==> src/hdl/afns_pkg.sv <==
package afns_pkg;

   localparam int CW   = 11;
   localparam int PIXW = 32;
   localparam int REGW = 12;
   localparam int IDXW = 2;

   localparam logic KIND_WRITE = 1'b0;
   localparam logic KIND_READ  = 1'b1;

   localparam logic [IDXW-1:0] REG_SRC_WIDTH  = 2'd0;
   localparam logic [IDXW-1:0] REG_SRC_HEIGHT = 2'd1;
   localparam logic [IDXW-1:0] REG_DST_WIDTH  = 2'd2;
   localparam logic [IDXW-1:0] REG_DST_HEIGHT = 2'd3;

   // one classified beat between front and back
   typedef struct packed {
      logic            is_read;
      logic            border;
      logic [CW-1:0]   u;
      logic [CW-1:0]   v;
      logic [PIXW-1:0] pixel;
   } item_type;

endpackage

==> src/hdl/afns_front.sv <==
module afns_front import afns_pkg::*; #(
   parameter int SDW = 11,
   parameter int DDW = 12
) (
   input  logic           clock,
   input  logic           reset,
   input  logic           geom_ready,
   input  logic [SDW-1:0] fw,
   input  logic [SDW-1:0] fh,
   input  logic [DDW-1:0] dw,
   input  logic [DDW-1:0] dh,
   input  logic [DDW-1:0] sw,
   input  logic [DDW-1:0] sh,
   input  logic [DDW-1:0] ox0,
   input  logic [DDW-1:0] oy0,
   input  logic           in_valid,
   output logic           in_ready,
   input  logic           in_kind,
   input  logic [CW-1:0]  in_x,
   input  logic [CW-1:0]  in_y,
   input  logic [PIXW-1:0] in_pixel,
   output logic           q_valid,
   output item_type       q_item,
   input  logic           q_pop
);

   localparam int EW0 = (SDW > DDW) ? SDW : DDW;
   localparam int EW  = ((EW0 > CW) ? EW0 : CW) + 1;
   localparam int QD  = 4;
   localparam int QPW = $clog2(QD);

   item_type        fifo_ff [QD];
   logic [QPW-1:0]  wp_ff, rp_ff;
   logic [QPW:0]    cnt_ff;
   logic [EW-1:0]   xe, ye, oxe, oye;
   logic            outside, inframe, push, accept;
   item_type        itm;

   always_comb begin
      xe  = EW'(in_x);
      ye  = EW'(in_y);
      oxe = EW'(ox0);
      oye = EW'(oy0);
      outside = (xe >= EW'(dw)) || (ye >= EW'(dh)) || (xe < oxe) || (xe >= oxe + EW'(sw))
                || (ye < oye) || (ye >= oye + EW'(sh));
      inframe = (xe < EW'(fw)) && (ye < EW'(fh));
      itm.is_read = (in_kind == KIND_READ);
      itm.border  = outside;
      itm.u       = itm.is_read ? CW'(xe - oxe) : in_x;
      itm.v       = itm.is_read ? CW'(ye - oye) : in_y;
      itm.pixel   = in_pixel;
   end

   assign in_ready = geom_ready && (cnt_ff != (QPW+1)'(QD));
   assign accept   = in_valid && in_ready;
   // writes outside the source frame are dropped here
   assign push     = accept && (itm.is_read || inframe);
   assign q_valid  = (cnt_ff != '0);
   assign q_item   = fifo_ff[rp_ff];

   always_ff @(posedge clock) begin
      if (push) fifo_ff[wp_ff] <= itm;
   end

   always_ff @(posedge clock) begin
      if (reset) begin
         wp_ff  <= '0;
         rp_ff  <= '0;
         cnt_ff <= '0;
      end else begin
         if (push)  wp_ff <= wp_ff + 1'b1;
         if (q_pop) rp_ff <= rp_ff + 1'b1;
         cnt_ff <= cnt_ff + (QPW+1)'(push) - (QPW+1)'(q_pop);
      end
   end

endmodule

==> config.mk <==
export PLATFORM = sky130hd
export DESIGN_NAME = afns_front
export DESIGN_NICKNAME = d
export VERILOG_FILES = /design/src/hdl/afns_pkg.sv /design/src/hdl/afns_front.sv
export SDC_FILE = /design/constraint.sdc
export NUM_CORES = 1
export LEC_CHECK = 0
export ABC_AREA = 1
export BUFFER_PORTS_ARGS = -buffer_cell sky130_fd_sc_hd__buf_2
export CAP_MARGIN = 10
export CORE_MARGIN = 2
export CORE_UTILIZATION = 52
export DETAILED_ROUTE_END_ITERATION = 16
export PLACE_DENSITY_LB_ADDON = 0.25
export SYNTH_ARGS = -nofsm -noshare
export SYNTH_HDL_FRONTEND = slang
export SYNTH_SLANG_ARGS = --single-unit
==> constraint.sdc <==
create_clock -name clock -period 5.6 [get_ports clock]
set_clock_uncertainty 0.2 [all_clocks]
set_input_delay 1.4 -clock clock [delete_from_list [all_inputs] [get_ports clock]]
set_output_delay 1.4 -clock clock [all_outputs]
set_load 0.01 [all_outputs]
Yosys cells after proc, flatten, opt, wreduce, memory -nomap -nowiden
Memory sizes are Yosys's and may differ from the RTL's. A register that Yosys moved wholly into a read port is not among the register bits.
Cells that the tools add are included.
- word-level logic and storage cells: 38
- bits in registers: 7
- memories kept: 1
- memory bits (writable): 224
- equal/unequal tests: 1
- reduce and logical (&&, ||, !) cells: 11
- $lt $le $gt $ge: 8
- mux-type cells: 6
- add/subtract/negate cells: 8
- memory list (name ; words ; bits a word ; read ports ; clocked after Yosys merged registers in ; write ports ; line ; RTL):
    fifo_ff ; 4 ; 56 ; 1 ; 1 ; 1 ; afns_front.sv:32 ; item_type fifo_ff [QD];
- operator list (kind ; count):
    12-bit by 12-bit adder with 13-bit output ; 2
    11-bit by 13-bit greater-or-equal comparator with 1-bit output ; 2
    11-bit by 12-bit greater-or-equal comparator with 1-bit output ; 2
    11-bit by 12-bit < comparator with 1-bit output ; 2
    11-bit < comparator ; 2
    11-bit two-way mux ; 2
    11-bit subtractor ; 2
    1-bit logical OR ; 6
    2-bit by 1-bit adder with 2-bit output, second input constant ; 2
    1-bit logical AND ; 4
    2-bit two-way mux ; 2
    3-bit by 1-bit adder with 3-bit output ; 1
    3-bit != test, second input constant ; 1
    3-bit nonzero test ; 1
    3-bit by 1-bit subtractor with 3-bit output ; 1
    1-bit two-way mux ; 2

Depth between registers and ports, before layout
- depth after elaboration: 6
- mapped depth: 21
- depth with buffers taken out: 21

Worst setup path after synthesis
OpenSTA, ideal clock, no wires.
- kind: in2reg
- from: input port fw[2]
- to: memory fifo_ff[0][0] in the netlist's numbering (enable)
- setup time: 470 ps
- path slack: 196 ps
- stages: 10
- required time: 4930 ps
- arrival: 4734 ps
- path through: inv_1 -> ha_1 -> a21o_1 -> nor2_1 -> nor2_1 -> nor2_1 -> nand2_1 -> nand2_2 -> nand2_1 -> nor2_1
- word-level cells in the longest chain between the ends: 6
- ends and longest elaborated chain (element ; line ; RTL):
    start, declared ; afns_front.sv:8 ; input logic [SDW-1:0] fw,
    11-bit < comparator ; afns_front.sv:46 ; inframe = (xe < EW'(fw)) && (ye < EW'(fh));
    1-bit logical AND ; afns_front.sv:46 ;
    1-bit logical OR ; afns_front.sv:57 ; assign push = accept && (itm.is_read || inframe);
    1-bit logical AND ; afns_front.sv:57 ;
    1-bit two-way mux ; afns_front.sv:62 ; if (push) fifo_ff[wp_ff] <= itm;
    1-bit two-way mux (not written as such) ; afns_front.sv:62 ;
    end, declared ; afns_front.sv:32 ;
Every way passes these cells.

==> metrics.txt <==
DR WL/cell=16.04 um; post-detail-place hpwl=around 21000 um; Critical Path AT=2.54 ns; clock-pin slew on the worst setup and hold paths=0.06 ns; sequential share of the synthesized area=0.5382; largest net degree at the start of global routing=about 110; crit path max fanout=70; top cells by area, synth=edfxtp_1, ha_1, nand2_1; number of DRC markers in iteration 0=between 600 and 700; DRT Pass-1 Iters=5; row count=57; synthesized flop and latch total=approximately 230; CP Class=flop to output port; Final period util=0.7395; CTS Buffer Depth=3; I/O Buffers=roughly 210; io pins=about 210; GP Congestion=~0.94; critical path, cell by cell=clkinv_2, buf_4, o21ai_0, o22ai_1, buf_2; Avg Cell Area, Syn=9.827 sq um; vias in the first global route=about 9600; CP max-delay cell=clkinv_2; Worst-Skew Late Latency=slightly below 0.5 ns; cts bufs inserted=22; synth unique cells=35; initial antenna violation count=0; largest area contributor in the netlist=edfxtp_1; Max stage delay on crit path=approximately 0.66 ns; final WL=29680 um; number of diodes=0; Slew Limit Fails=0; CP Capture Type=output port; most common cell after layout, fill and taps aside=edfxtp_1; Critical Path RT=4.00 ns; DRC viols=0; synth warn=0; Leak=6.586 nW; RSZ-0062 raised after global routing=no; hold-fix buffers at CTS=0; worst slew pin tran=~1.1 ns; Initial Utilization=0.5293; Congestion Overflow GR=0; Util after Layout=0.6192; Syn Inst Count=~1300; slew margin rel.=0.2658; fillers=slightly above 2000; die height=approximately 160 um; CTS root buffer=clkbuf_16; die area=approximately 0.026 sq mm; layout cell share with drive strength beyond 1=0.1814; area of the core=approximately 0.024 sq mm; synthesized area=around 0.013 sq mm; post-route ant nets=0; # nets final=about 1800; width of the die=161.1 um; routed via count=~9900; Post-Syn Nets=about 1600; first-pass GRT wire length=approximately 47000 um; Post-CTS Setup Repair Bufs=0; Max Cap Violations=0; TritonCTS clock tree=done; final hold slack=approximately 0.25 ns; Vias per Instance=5.326; Hold Crit Class=flop to flop; post-synth top area share=0.5241; VDD IR max=roughly 0.18 mV; Buf/Inv on CP=3; setup_tns=0 ns; total track usage=0.2257; CP top delay family=buffers and inverters; Finish-stage setup viols=0; Max H-tree Level=1; post_cts resized=0; fin crit period=4.141 ns; CP Launch Type=flop; power density cells=289.3 mW/mm^2; Final Hold Fails=0; status=completed; synthesis-to-layout area growth=17.00%; commonest cells after routing, fill and taps aside=edfxtp_1, buf_2, nand2_1; clk sinks=roughly 230; Fmax achieved=~0.24 GHz; Power, Total=roughly 4.3 mW
-- per-layer routing --
metal  global-route usage  share of wire
met5                    0              0
met4              0.05519          0.020
met2               0.4044           0.48
met3              0.02773          0.061
met1               0.2932           0.44
-- layout make-up --
cell class                      instances  area, sq um  area share
Timing Repair Buffer                  222         1176     0.07833
Sequential cell                       233         6912      0.4603
Clock inverter                         12        145.1    0.009666
Multi-Input combinational cell        871         5177      0.3448
Clock buffer                           27        590.6     0.03933
Tap cell                              324        405.4     0.02700
Inverter                              162        609.3     0.04058
-- synthesized netlist by cell type (all sizes together) --
master  instances
xnor2          12
o21ai         146
nand2         197
o22ai          56
a31oi           6
nand4          13
o21bai          5
dfxtp           9
nor3b           1
ha            116
inv           161
fa              5
nor2          177
a22oi           3
o211ai          1
nand3b          5
a21o            7
or2             3
a21oi          53
o21a            3
xor2           17
clkinv          1
buf            13
nand3          36
nor3            9
edfxtp        224
clkbuf         27
-- logic make-up after synthesis --
| kind of cell | synth area share |
|---|---|
| AO/OA/AOI/OAI | 0.1216 |
| adder cells (fa/ha/maj) | 0.1209 |
| AND/OR/NAND/NOR | 0.1388 |
| flip-flops | 0.5382 |
| buffers and inverters | 0.06074 |
| XOR/XNOR | 0.01979 |
-- per-stage QoR --
step | std cells | worst slack [ns] | cell area, sq um
3_5_place_dp | 1812 | 1.110 | 14280
5_1_grt | 1851 | 1.293 | 15020
3_3_place_gp | 1812 | 1.149 | 14280
6_report | 1851 | 1.459 | 15020
2_1_floorplan | 1306 | 0.1959 | 12830
4_1_cts | 1851 | 1.384 | 15020
-- path summary, 6_finish.rpt --
check,slack (ns),to,depth (start not counted),from
setup / recovery,1.46,q_item[12],5,flop
hold / removal,0.25,flop,1,rp_ff[1]$_SDFFE_PP0P_
setup reg to reg,2.57,cnt_ff[2]$_SDFF_PP0_,11,cnt_ff[1]$_SDFF_PP0_
hold reg to reg,0.25,flop,1,rp_ff[1]$_SDFFE_PP0P_
-- flip-flops by register name, summed over array words and instances, names as in the netlist, named ones only --
name and flops:
fifo_ff 224, cnt_ff 3, rp_ff 2, wp_ff 2
-- report_power, final --
part	total [mW]	switching [mW]	internal, mW
Clock	1.49	0.600	0.893
Combinational	0.844	0.527	0.317
Sequential	2.01	0.0172	1.99
(Power assumes the default switching activity.)
