$ cat config.mk
export PLATFORM = sky130hd
export DESIGN_NAME = afns_geom
export DESIGN_NICKNAME = d
export VERILOG_FILES = /design/src/hdl/afns_pkg.sv /design/src/hdl/afns_geom.sv
export SDC_FILE = /design/constraint.sdc
export NUM_CORES = 1
export LEC_CHECK = 0
export ABC_CLOCK_PERIOD_IN_PS = 10150
export BUFFER_PORTS_ARGS = -buffer_cell sky130_fd_sc_hd__buf_4
export CAP_MARGIN = 10
export CORE_UTILIZATION = 45
export DETAILED_ROUTE_END_ITERATION = 7
export PLACE_DENSITY = 0.73
export SYNTH_ARGS = -nofsm -noshare
export SYNTH_HDL_FRONTEND = slang
export SYNTH_SLANG_ARGS = --single-unit
$ cat constraint.sdc
create_clock -name clock -period 10.15 [get_ports clock]
set_input_delay 1.5225 -clock clock [delete_from_list [all_inputs] [get_ports clock]]
set_output_delay 1.5225 -clock clock [all_outputs]
set_load 0.03 [all_outputs]
$ cat src/hdl/afns_pkg.sv
package afns_pkg;

   localparam int CW   = 11;
   localparam int PIXW = 32;
   localparam int REGW = 12;
   localparam int IDXW = 2;

   localparam logic KIND_WRITE = 1'b0;
   localparam logic KIND_READ  = 1'b1;

   localparam logic [IDXW-1:0] REG_SRC_WIDTH  = 2'd0;
   localparam logic [IDXW-1:0] REG_SRC_HEIGHT = 2'd1;
   localparam logic [IDXW-1:0] REG_DST_WIDTH  = 2'd2;
   localparam logic [IDXW-1:0] REG_DST_HEIGHT = 2'd3;

   // one classified beat between front and back
   typedef struct packed {
      logic            is_read;
      logic            border;
      logic [CW-1:0]   u;
      logic [CW-1:0]   v;
      logic [PIXW-1:0] pixel;
   } item_type;

endpackage

$ cat src/hdl/afns_geom.sv
module afns_geom import afns_pkg::*; #(
   parameter int MAX_SRC_WIDTH  = 1280,
   parameter int MAX_SRC_HEIGHT = 720,
   parameter int MAX_DST_WIDTH  = 2048,
   parameter int MAX_DST_HEIGHT = 1200,
   parameter int SDW = 11,
   parameter int DDW = 12
) (
   input  logic            clock,
   input  logic            reset,
   input  logic            csr_we,
   input  logic [IDXW-1:0] csr_index,
   input  logic [REGW-1:0] csr_wdata,
   output logic            ready,
   output logic [SDW-1:0]  fw,
   output logic [SDW-1:0]  fh,
   output logic [DDW-1:0]  dw,
   output logic [DDW-1:0]  dh,
   output logic [DDW-1:0]  sw,
   output logic [DDW-1:0]  sh,
   output logic [DDW-1:0]  ox0,
   output logic [DDW-1:0]  oy0
);

   localparam int PW   = SDW + DDW;
   localparam int CNTW = $clog2(PW);

   typedef enum logic [2:0] {G_MUL, G_SETUP, G_DIV, G_FIN, G_IDLE} gstate_type;

   gstate_type       state_ff;
   logic [10:0]      src_width_ff;
   logic [9:0]       src_height_ff;
   logic [11:0]      dst_width_ff;
   logic [10:0]      dst_height_ff;
   logic [SDW-1:0]   fw_ff, fh_ff, fw_c, fh_c;
   logic [DDW-1:0]   dw_ff, dh_ff, dw_c, dh_c;
   logic [DDW-1:0]   sw_ff, sh_ff, ox0_ff, oy0_ff, sw_v, sh_v;
   logic [PW-1:0]    pa_ff, pb_ff, num_ff, num_in;
   logic [SDW-1:0]   den_ff;
   logic [SDW:0]     rem_ff, rem_in, rem_sh;
   logic [CNTW-1:0]  cnt_ff;
   logic             letter_ff;

   always_comb begin
      fw_c = (src_width_ff == '0) ? SDW'(1) :
             (32'(src_width_ff) > 32'(MAX_SRC_WIDTH)) ? SDW'(MAX_SRC_WIDTH) : SDW'(src_width_ff);
      fh_c = (src_height_ff == '0) ? SDW'(1) :
             (32'(src_height_ff) > 32'(MAX_SRC_HEIGHT)) ? SDW'(MAX_SRC_HEIGHT) : SDW'(src_height_ff);
      dw_c = (dst_width_ff == '0) ? DDW'(1) :
             (32'(dst_width_ff) > 32'(MAX_DST_WIDTH)) ? DDW'(MAX_DST_WIDTH) : DDW'(dst_width_ff);
      dh_c = (dst_height_ff == '0) ? DDW'(1) :
             (32'(dst_height_ff) > 32'(MAX_DST_HEIGHT)) ? DDW'(MAX_DST_HEIGHT) : DDW'(dst_height_ff);
      // restoring divide, one quotient bit per cycle
      rem_sh = {rem_ff[SDW-1:0], num_ff[PW-1]};
      if (rem_sh >= {1'b0, den_ff}) begin
         rem_in = rem_sh - {1'b0, den_ff};
         num_in = {num_ff[PW-2:0], 1'b1};
      end else begin
         rem_in = rem_sh;
         num_in = {num_ff[PW-2:0], 1'b0};
      end
      sw_v = letter_ff ? dw_ff : DDW'(num_ff);
      sh_v = letter_ff ? DDW'(num_ff) : dh_ff;
   end

   always_ff @(posedge clock) begin
      if (reset) begin
         state_ff      <= G_MUL;
         src_width_ff  <= 11'd1280;
         src_height_ff <= 10'd720;
         dst_width_ff  <= 12'd1280;
         dst_height_ff <= 11'd720;
      end else if (csr_we) begin
         state_ff <= G_MUL;
         case (csr_index)
            REG_SRC_WIDTH:  src_width_ff  <= csr_wdata[10:0];
            REG_SRC_HEIGHT: src_height_ff <= csr_wdata[9:0];
            REG_DST_WIDTH:  dst_width_ff  <= csr_wdata[11:0];
            REG_DST_HEIGHT: dst_height_ff <= csr_wdata[10:0];
            default: ;
         endcase
      end else begin
         case (state_ff)
            G_MUL: begin
               fw_ff    <= fw_c;
               fh_ff    <= fh_c;
               dw_ff    <= dw_c;
               dh_ff    <= dh_c;
               pa_ff    <= PW'(fw_c) * PW'(dh_c);
               pb_ff    <= PW'(fh_c) * PW'(dw_c);
               state_ff <= G_SETUP;
            end
            G_SETUP: begin
               letter_ff <= pa_ff > pb_ff;
               num_ff    <= (pa_ff > pb_ff) ? pb_ff : pa_ff;
               den_ff    <= (pa_ff > pb_ff) ? fw_ff : fh_ff;
               rem_ff    <= '0;
               cnt_ff    <= '0;
               state_ff  <= G_DIV;
            end
            G_DIV: begin
               rem_ff <= rem_in;
               num_ff <= num_in;
               cnt_ff <= cnt_ff + 1'b1;
               if (cnt_ff == CNTW'(PW - 1)) state_ff <= G_FIN;
            end
            G_FIN: begin
               sw_ff    <= sw_v;
               sh_ff    <= sh_v;
               ox0_ff   <= (dw_ff - sw_v) >> 1;
               oy0_ff   <= (dh_ff - sh_v) >> 1;
               state_ff <= G_IDLE;
            end
            default: state_ff <= G_IDLE;
         endcase
      end
   end

   assign ready = (state_ff == G_IDLE);
   assign fw  = fw_ff;
   assign fh  = fh_ff;
   assign dw  = dw_ff;
   assign dh  = dh_ff;
   assign sw  = sw_ff;
   assign sh  = sh_ff;
   assign ox0 = ox0_ff;
   assign oy0 = oy0_ff;

endmodule

Word-level counts from Yosys, hierarchy flattened
Index checks and enable logic that the tools add are counted.
{"block": "classes", "n_bitwise": 2, "n_mul": 2, "reduce_logical": 16, "n_mux": 19, "n_addsub": 4, "shift": 0, "div_mod_pow": 0, "n_eq_ne": 9, "magnitude_cmp": 6}
{"op": "$mux W11", "n": 6}
{"op": "$mux W12", "n": 4}
{"op": "$pmux W23 S2", "n": 1}
{"op": "$sub A12 B12 Y12", "n": 2}
{"op": "$gt A23 B23 Y1", "n": 1}
{"op": "$mux W23", "n": 1}
{"op": "$gt A11 B11 Y1 const B", "n": 2}
{"op": "$logic_not A11 Y1", "n": 2}
{"op": "$mul A10 B12 Y22", "n": 1}
{"op": "$mul A11 B11 Y22", "n": 1}
{"op": "$pmux W11 S2", "n": 1}
{"op": "$mux W10", "n": 2}
{"op": "$ge A12 B11 Y1", "n": 1}
{"op": "$gt A12 B12 Y1 const B", "n": 1}
{"op": "$logic_not A12 Y1", "n": 1}
{"op": "$reduce_and A3 Y1", "n": 4}
{"op": "$sub A11 B11 Y11", "n": 1}
{"op": "$gt A10 B10 Y1 const B", "n": 1}
{"op": "$logic_not A10 Y1", "n": 1}
{"op": "$pmux W5 S2", "n": 1}
{"op": "$pmux W3 S3", "n": 1}
{"op": "$reduce_and A2 Y1", "n": 4}
{"op": "$eq A3 B2 Y1 const B", "n": 2}
{"op": "$add A5 B1 Y5 const B", "n": 1}
{"op": "other kinds (13)", "n": 15}
{"block": "totals", "rom_bits": 0, "in_bits": 17, "out_inout_bits": 95, "n_memories": 0, "ramBits": 0, "ff_bits": 236, "latch_bits": 0}

Depth between registers and ports, before layout
{"block": "depth", "word_depth": 4, "ltp_mapped": 27, "depth_no_buf": 25}

Least setup slack after synthesis
Ideal clock, no wire load.
{"block": "synth_path", "path_kind": "input -> register", "from": "in csr_we", "to": "reg dh_ff[0], in the netlist dh[0], enable pin", "arrival_ns": 8.125, "setup_slack_ns": 1.382, "path_buffers": 2, "required_ns": 9.507, "setup_ns": 0.643, "cell_stages": 4, "cell_sequence": "clkbuf_1 or3_1 clkbuf_1 nor3_1"}
{"block": "synth_between", "elab_chain_cells": 2}
{"item": "start, declared", "line": "afns_geom.sv:11", "source": "input logic csr_we,"}
{"item": "$not A1 Y1 (no line)"}
{"item": "$reduce_and A3 Y1 (no line)"}
{"item": "end signal, assigned", "line": "afns_geom.sv:88", "source": "dh_ff <= dh_c;"}
{"item": "end, declared", "line": "afns_geom.sv:36", "source": "logic [DDW-1:0] dw_ff, dh_ff, dw_c, dh_c;"}
Every way passes these cells.
A chain may end at the register's enable or synchronous reset.

Worst setup path in the final report
{"block": "layout_path", "from": "reg src_width_ff[4]", "to": "reg pa_ff[21], data pin"}
{"block": "layout_between", "elab_chain_cells": 4, "word_cells_on_any_way": 5}
{"item": "start, declared", "line": "afns_geom.sv:31", "source": "logic [10:0] src_width_ff;"}
{"item": "start signal, assigned", "line": "afns_geom.sv:76", "source": "REG_SRC_WIDTH: src_width_ff <= csr_wdata[10:0];"}
{"item": "$gt A11 B11 Y1", "line": "afns_geom.sv:46", "source": "(32'(src_width_ff) > 32'(MAX_SRC_WIDTH)) ? SDW'(MAX_SRC_WIDTH) : SDW'(src_width_ff);"}
{"item": "$mux W11", "line": "afns_geom.sv:46"}
{"item": "$mux W11 *", "line": "afns_geom.sv:45", "source": "fw_c = (src_width_ff == '0) ? SDW'(1) :"}
{"item": "net fw_c[5]", "line": "afns_geom.sv:35", "source": "logic [SDW-1:0] fw_ff, fh_ff, fw_c, fh_c;"}
{"item": "$mul A11 B11 Y22 *", "line": "afns_geom.sv:89", "source": "pa_ff <= PW'(fw_c) * PW'(dh_c);"}
{"item": "end signal, assigned", "line": "afns_geom.sv:89"}
{"item": "end, declared", "line": "afns_geom.sv:38", "source": "logic [PW-1:0] pa_ff, pb_ff, num_ff, num_in;"}
Mark *: on every way through the listed nets, which the timed path passes. The rest lies on a longest branch.

==> out/summary.txt <==
FF-to-FF Start: src_width_ff[4]$_SDFFE_PP0P_
Layout cells sized above 1: 0.101
GRT overflow: 0
Clock Pin Slew Worst Setup and Hold Paths: 0.06 ns
Critical Path Source Type: register
Antenna violations before repair: 0
VDD IR max: 0.108 mV
Final setup fails: 0
Nets: 2346
CP endpoint kind: register
Root Driver: clkbuf_16
Total track usage: 0.215
Status: complete, but fails checks
P_int: 1.88 mW
Final WL: 44800 µm
Crit path from: src_width_ff[4]$_SDFFE_PP0P_
Fmax achieved: 0.140 GHz
Slew @ Worst Pin: 1.16 ns
Flop pwr share: 0.420
Gate power share: 0.221
Vias in the first global route: 13400
Design Power: 2.67 mW
Failing checks: design-rule violations
Post-cts sizing count: 0
Post-route minimum period: 7.15 ns
Die X: 206 µm
Slew Limit Fails: 0
Vias post-DR: 13500
FFs w/ async S/R, synth: 0
Final TNS setup: 0 ns
CTS H-tree lvls: 1
Final Util: 0.512
Post-Syn Area: 18800 µm²
Count of cell types in the netlist: 83
Post-CTS Repair Setup Buffers: 0
Crit path DAT: 7.46 ns
Synth Area per Inst: 9.87 µm²
Max-Cap Viols: 0
Lkg Pwr: 9.95 nW
Initial Util: 0.459
Leading cell types in the layout, fill and taps excluded: inv_1 (301), nand2_1 (278), edfxtp_1 (185), ha_1 (172), fa_1 (161)
Max-slew headroom: 0.225
WL/cell: 17.6 µm
Critical path destination: pa_ff[21]$_DFFE_PP_
RSZ-0062 raised after global routing: no
DRT Pass-1 Iters: 7
Worst EP required: 10.46 ns
Clock sinks: 232
Row count: 74
Pin count of the biggest net entering global routing: 48
Ports: 112
Hold_buf cts: 0
Clk_skew: 0.0237 ns
Area delta synth->final: 11.6%
Antenna Violating Nets Remaining: 0
Post-synth EDFFs: 185
Sw Ratio: 0.295
Commonest non-fill, non-tap cell in the layout: inv_1
Setup Slack @ Placement: 3.01 ns
R2R setup slack: 3.00 ns
Sequential area share after synthesis: 0.345
Worst setup margin: 3.00 ns
Synth Instances: 1905
Final instance area: 21000 µm²
Maximum buffer depth of the clock tree: 3
Die area: 42600 µm²
Fin. Hold Viols: 0
Core area: 41000 µm²
DPL Wire Length: 35700 µm
Clock power share: 0.360
TritonCTS Buffers: 27
Crit Path Category: register to register
Initial DRC count: 1080
First-pass GRT wire length: 70900 µm
Worst-skew pair later-pin latency: 0.56 ns
Reg2reg path depth: 22
Reg2reg end: pa_ff[21]$_DFFE_PP_
Die Span Y: 206 µm
CTS tree: built
Final GP Congestion: 0.929
P_sw: 787 µW
I/O Buffers: 107
Min-Delay Path Class: register to register
PD cells: 127 nW/µm²
Final Cycle Share: 0.704
YS warnings: 0
Vias/cell: 5.30
Synth Register Bits: 232
Dpl cell area: 20100 µm²
Residual DRC: 32
Worst Path Max Fanout: 12
Main flop type after synthesis: edfxtp_1
-- power groups by stage --
stage	logic [mW]	clock network (mW)	registers [mW]
final	0.589	0.960	1.12
after detailed placement	0.581	0	1.14
after floorplan	0.438	0	1.14
after global routing	0.665	1.01	1.12
after CTS	0.589	0.979	1.12
after global placement	0.571	0	1.14
-- per-layer routing --
layer,share of wire,global-route usage
met5,0,0
met3,0.069,0.0320
met4,0.029,0.0722
met1,0.44,0.288
met2,0.47,0.355
-- state kept, by name (all words and copies together), names as in the netlist --
signal,cells
dw,12
fw,11
dh,11
pb_ff,22
sw,12
state_ff,3
fh,10
sh,12
num_ff,23
den_ff,11
src_width_ff,11
rem_ff,11
pa_ff,22
src_height_ff,10
cnt_ff,5
dst_width_ff,12
dst_height_ff,11
oy0,11
letter_ff,1
ox0,11
-- cells in the mapped netlist, types with 6 or more instances --
library cell / n / area share
inv_1: 301 / 0.060
nand2_1: 278 / 0.055
edfxtp_1: 185 / 0.30
ha_1: 172 / 0.11
fa_1: 161 / 0.17
nor2_1: 149 / 0.030
a21oi_1: 81 / 0.022
dfxtp_1: 47 / 0.050
mux2i_1: 44 / 0.023
clkbuf_1: 41 / 0.0082
a21o_1: 34 / 0.014
xnor2_1: 32 / 0.015
o21ai_1: 29 / 0.0077
o21ai_0: 27 / 0.0072
nand2b_1: 24 / 0.0080
and2_1: 21 / 0.0070
xor2_1: 21 / 0.0098
nor3_1: 20 / 0.0053
nor2b_1: 18 / 0.0060
and3_1: 15 / 0.0050
nand3b_1: 14 / 0.0056
o21a_1: 14 / 0.0056
nand3_1: 13 / 0.0035
a31oi_1: 10 / 0.0033
a21boi_0: 8 / 0.0032
nand4_1: 8 / 0.0027
a211oi_1: 7 / 0.0028
clkinv_1: 7 / 0.0014
mux2_4: 7 / 0.0056
or2_2: 7 / 0.0023
buf_4: 6 / 0.0024
nor4_1: 6 / 0.0020
or3_1: 6 / 0.0020
or4_1: 6 / 0.0024
-- kinds of logic after synthesis --
logic type,synth area share
buf+inv,0.0772
mux,0.0320
xor+xnor,0.0247
simple gates,0.148
compound gates,0.0870
flops,0.345
other cells,0.000199
fa+ha+maj,0.286
-- through the flow --
stage,instances,hold slack (ns)
after global placement,2498,0.459
final,2550,0.473
after global routing,2549,0.497
after CTS,2548,0.468
after floorplan,1908,0.436
after detailed placement,2498,0.460
-- critical path, stage by stage (launching register included) --
cell and delay [ns]:
dfxtp_1 0.33, nor4_1 0.37, a21boi_0 0.13, o21ai_0 0.76, nand2_1 0.37, inv_1 0.27
nand2_1 0.11, fa_1 0.59, fa_1 0.45, fa_1 0.50, inv_1 0.06, fa_1 0.52
inv_1 0.05, fa_1 0.52, inv_1 0.04, ha_1 0.31, or2_2 0.13, o31a_1 0.14
o211a_1 0.17, o21ai_1 0.09, a2111oi_0 0.57, o221ai_1 0.25, xnor2_1 0.17
-- how the worst min path moves through the flow --
stage | from | endpoint | slack, ns | cells after the start
floorplan | dst_width_ff[0]$_SDFFE_PP0P_ | dst_width_ff[0]$_SDFFE_PP0P_ | 0.44 | 2
CTS | dst_width_ff[9]$_SDFFE_PP0P_ | dst_width_ff[9]$_SDFFE_PP0P_ | 0.47 | 2
finish | dst_width_ff[9]$_SDFFE_PP0P_ | dst_width_ff[9]$_SDFFE_PP0P_ | 0.47 | 2
detailed placement | dst_width_ff[9]$_SDFFE_PP0P_ | dst_width_ff[9]$_SDFFE_PP0P_ | 0.46 | 2
global route | dst_width_ff[0]$_SDFFE_PP0P_ | dst_width_ff[0]$_SDFFE_PP0P_ | 0.50 | 2
global placement | dst_width_ff[9]$_SDFFE_PP0P_ | dst_width_ff[9]$_SDFFE_PP0P_ | 0.46 | 2
-- area by class of cell --
type,count,area [µm²]
Sequential cell,232,6500
Clock buffer,39,777
Multi-Input combinational cell,1308,10900
Inverter,310,1160
Antenna cell,1,2.50
Timing Repair Buffer,117,891
Clock inverter,11,92.6
Fill cell,3623,20000
Tap cell,532,666
Note: power is estimated with default switching activity, not from simulation.
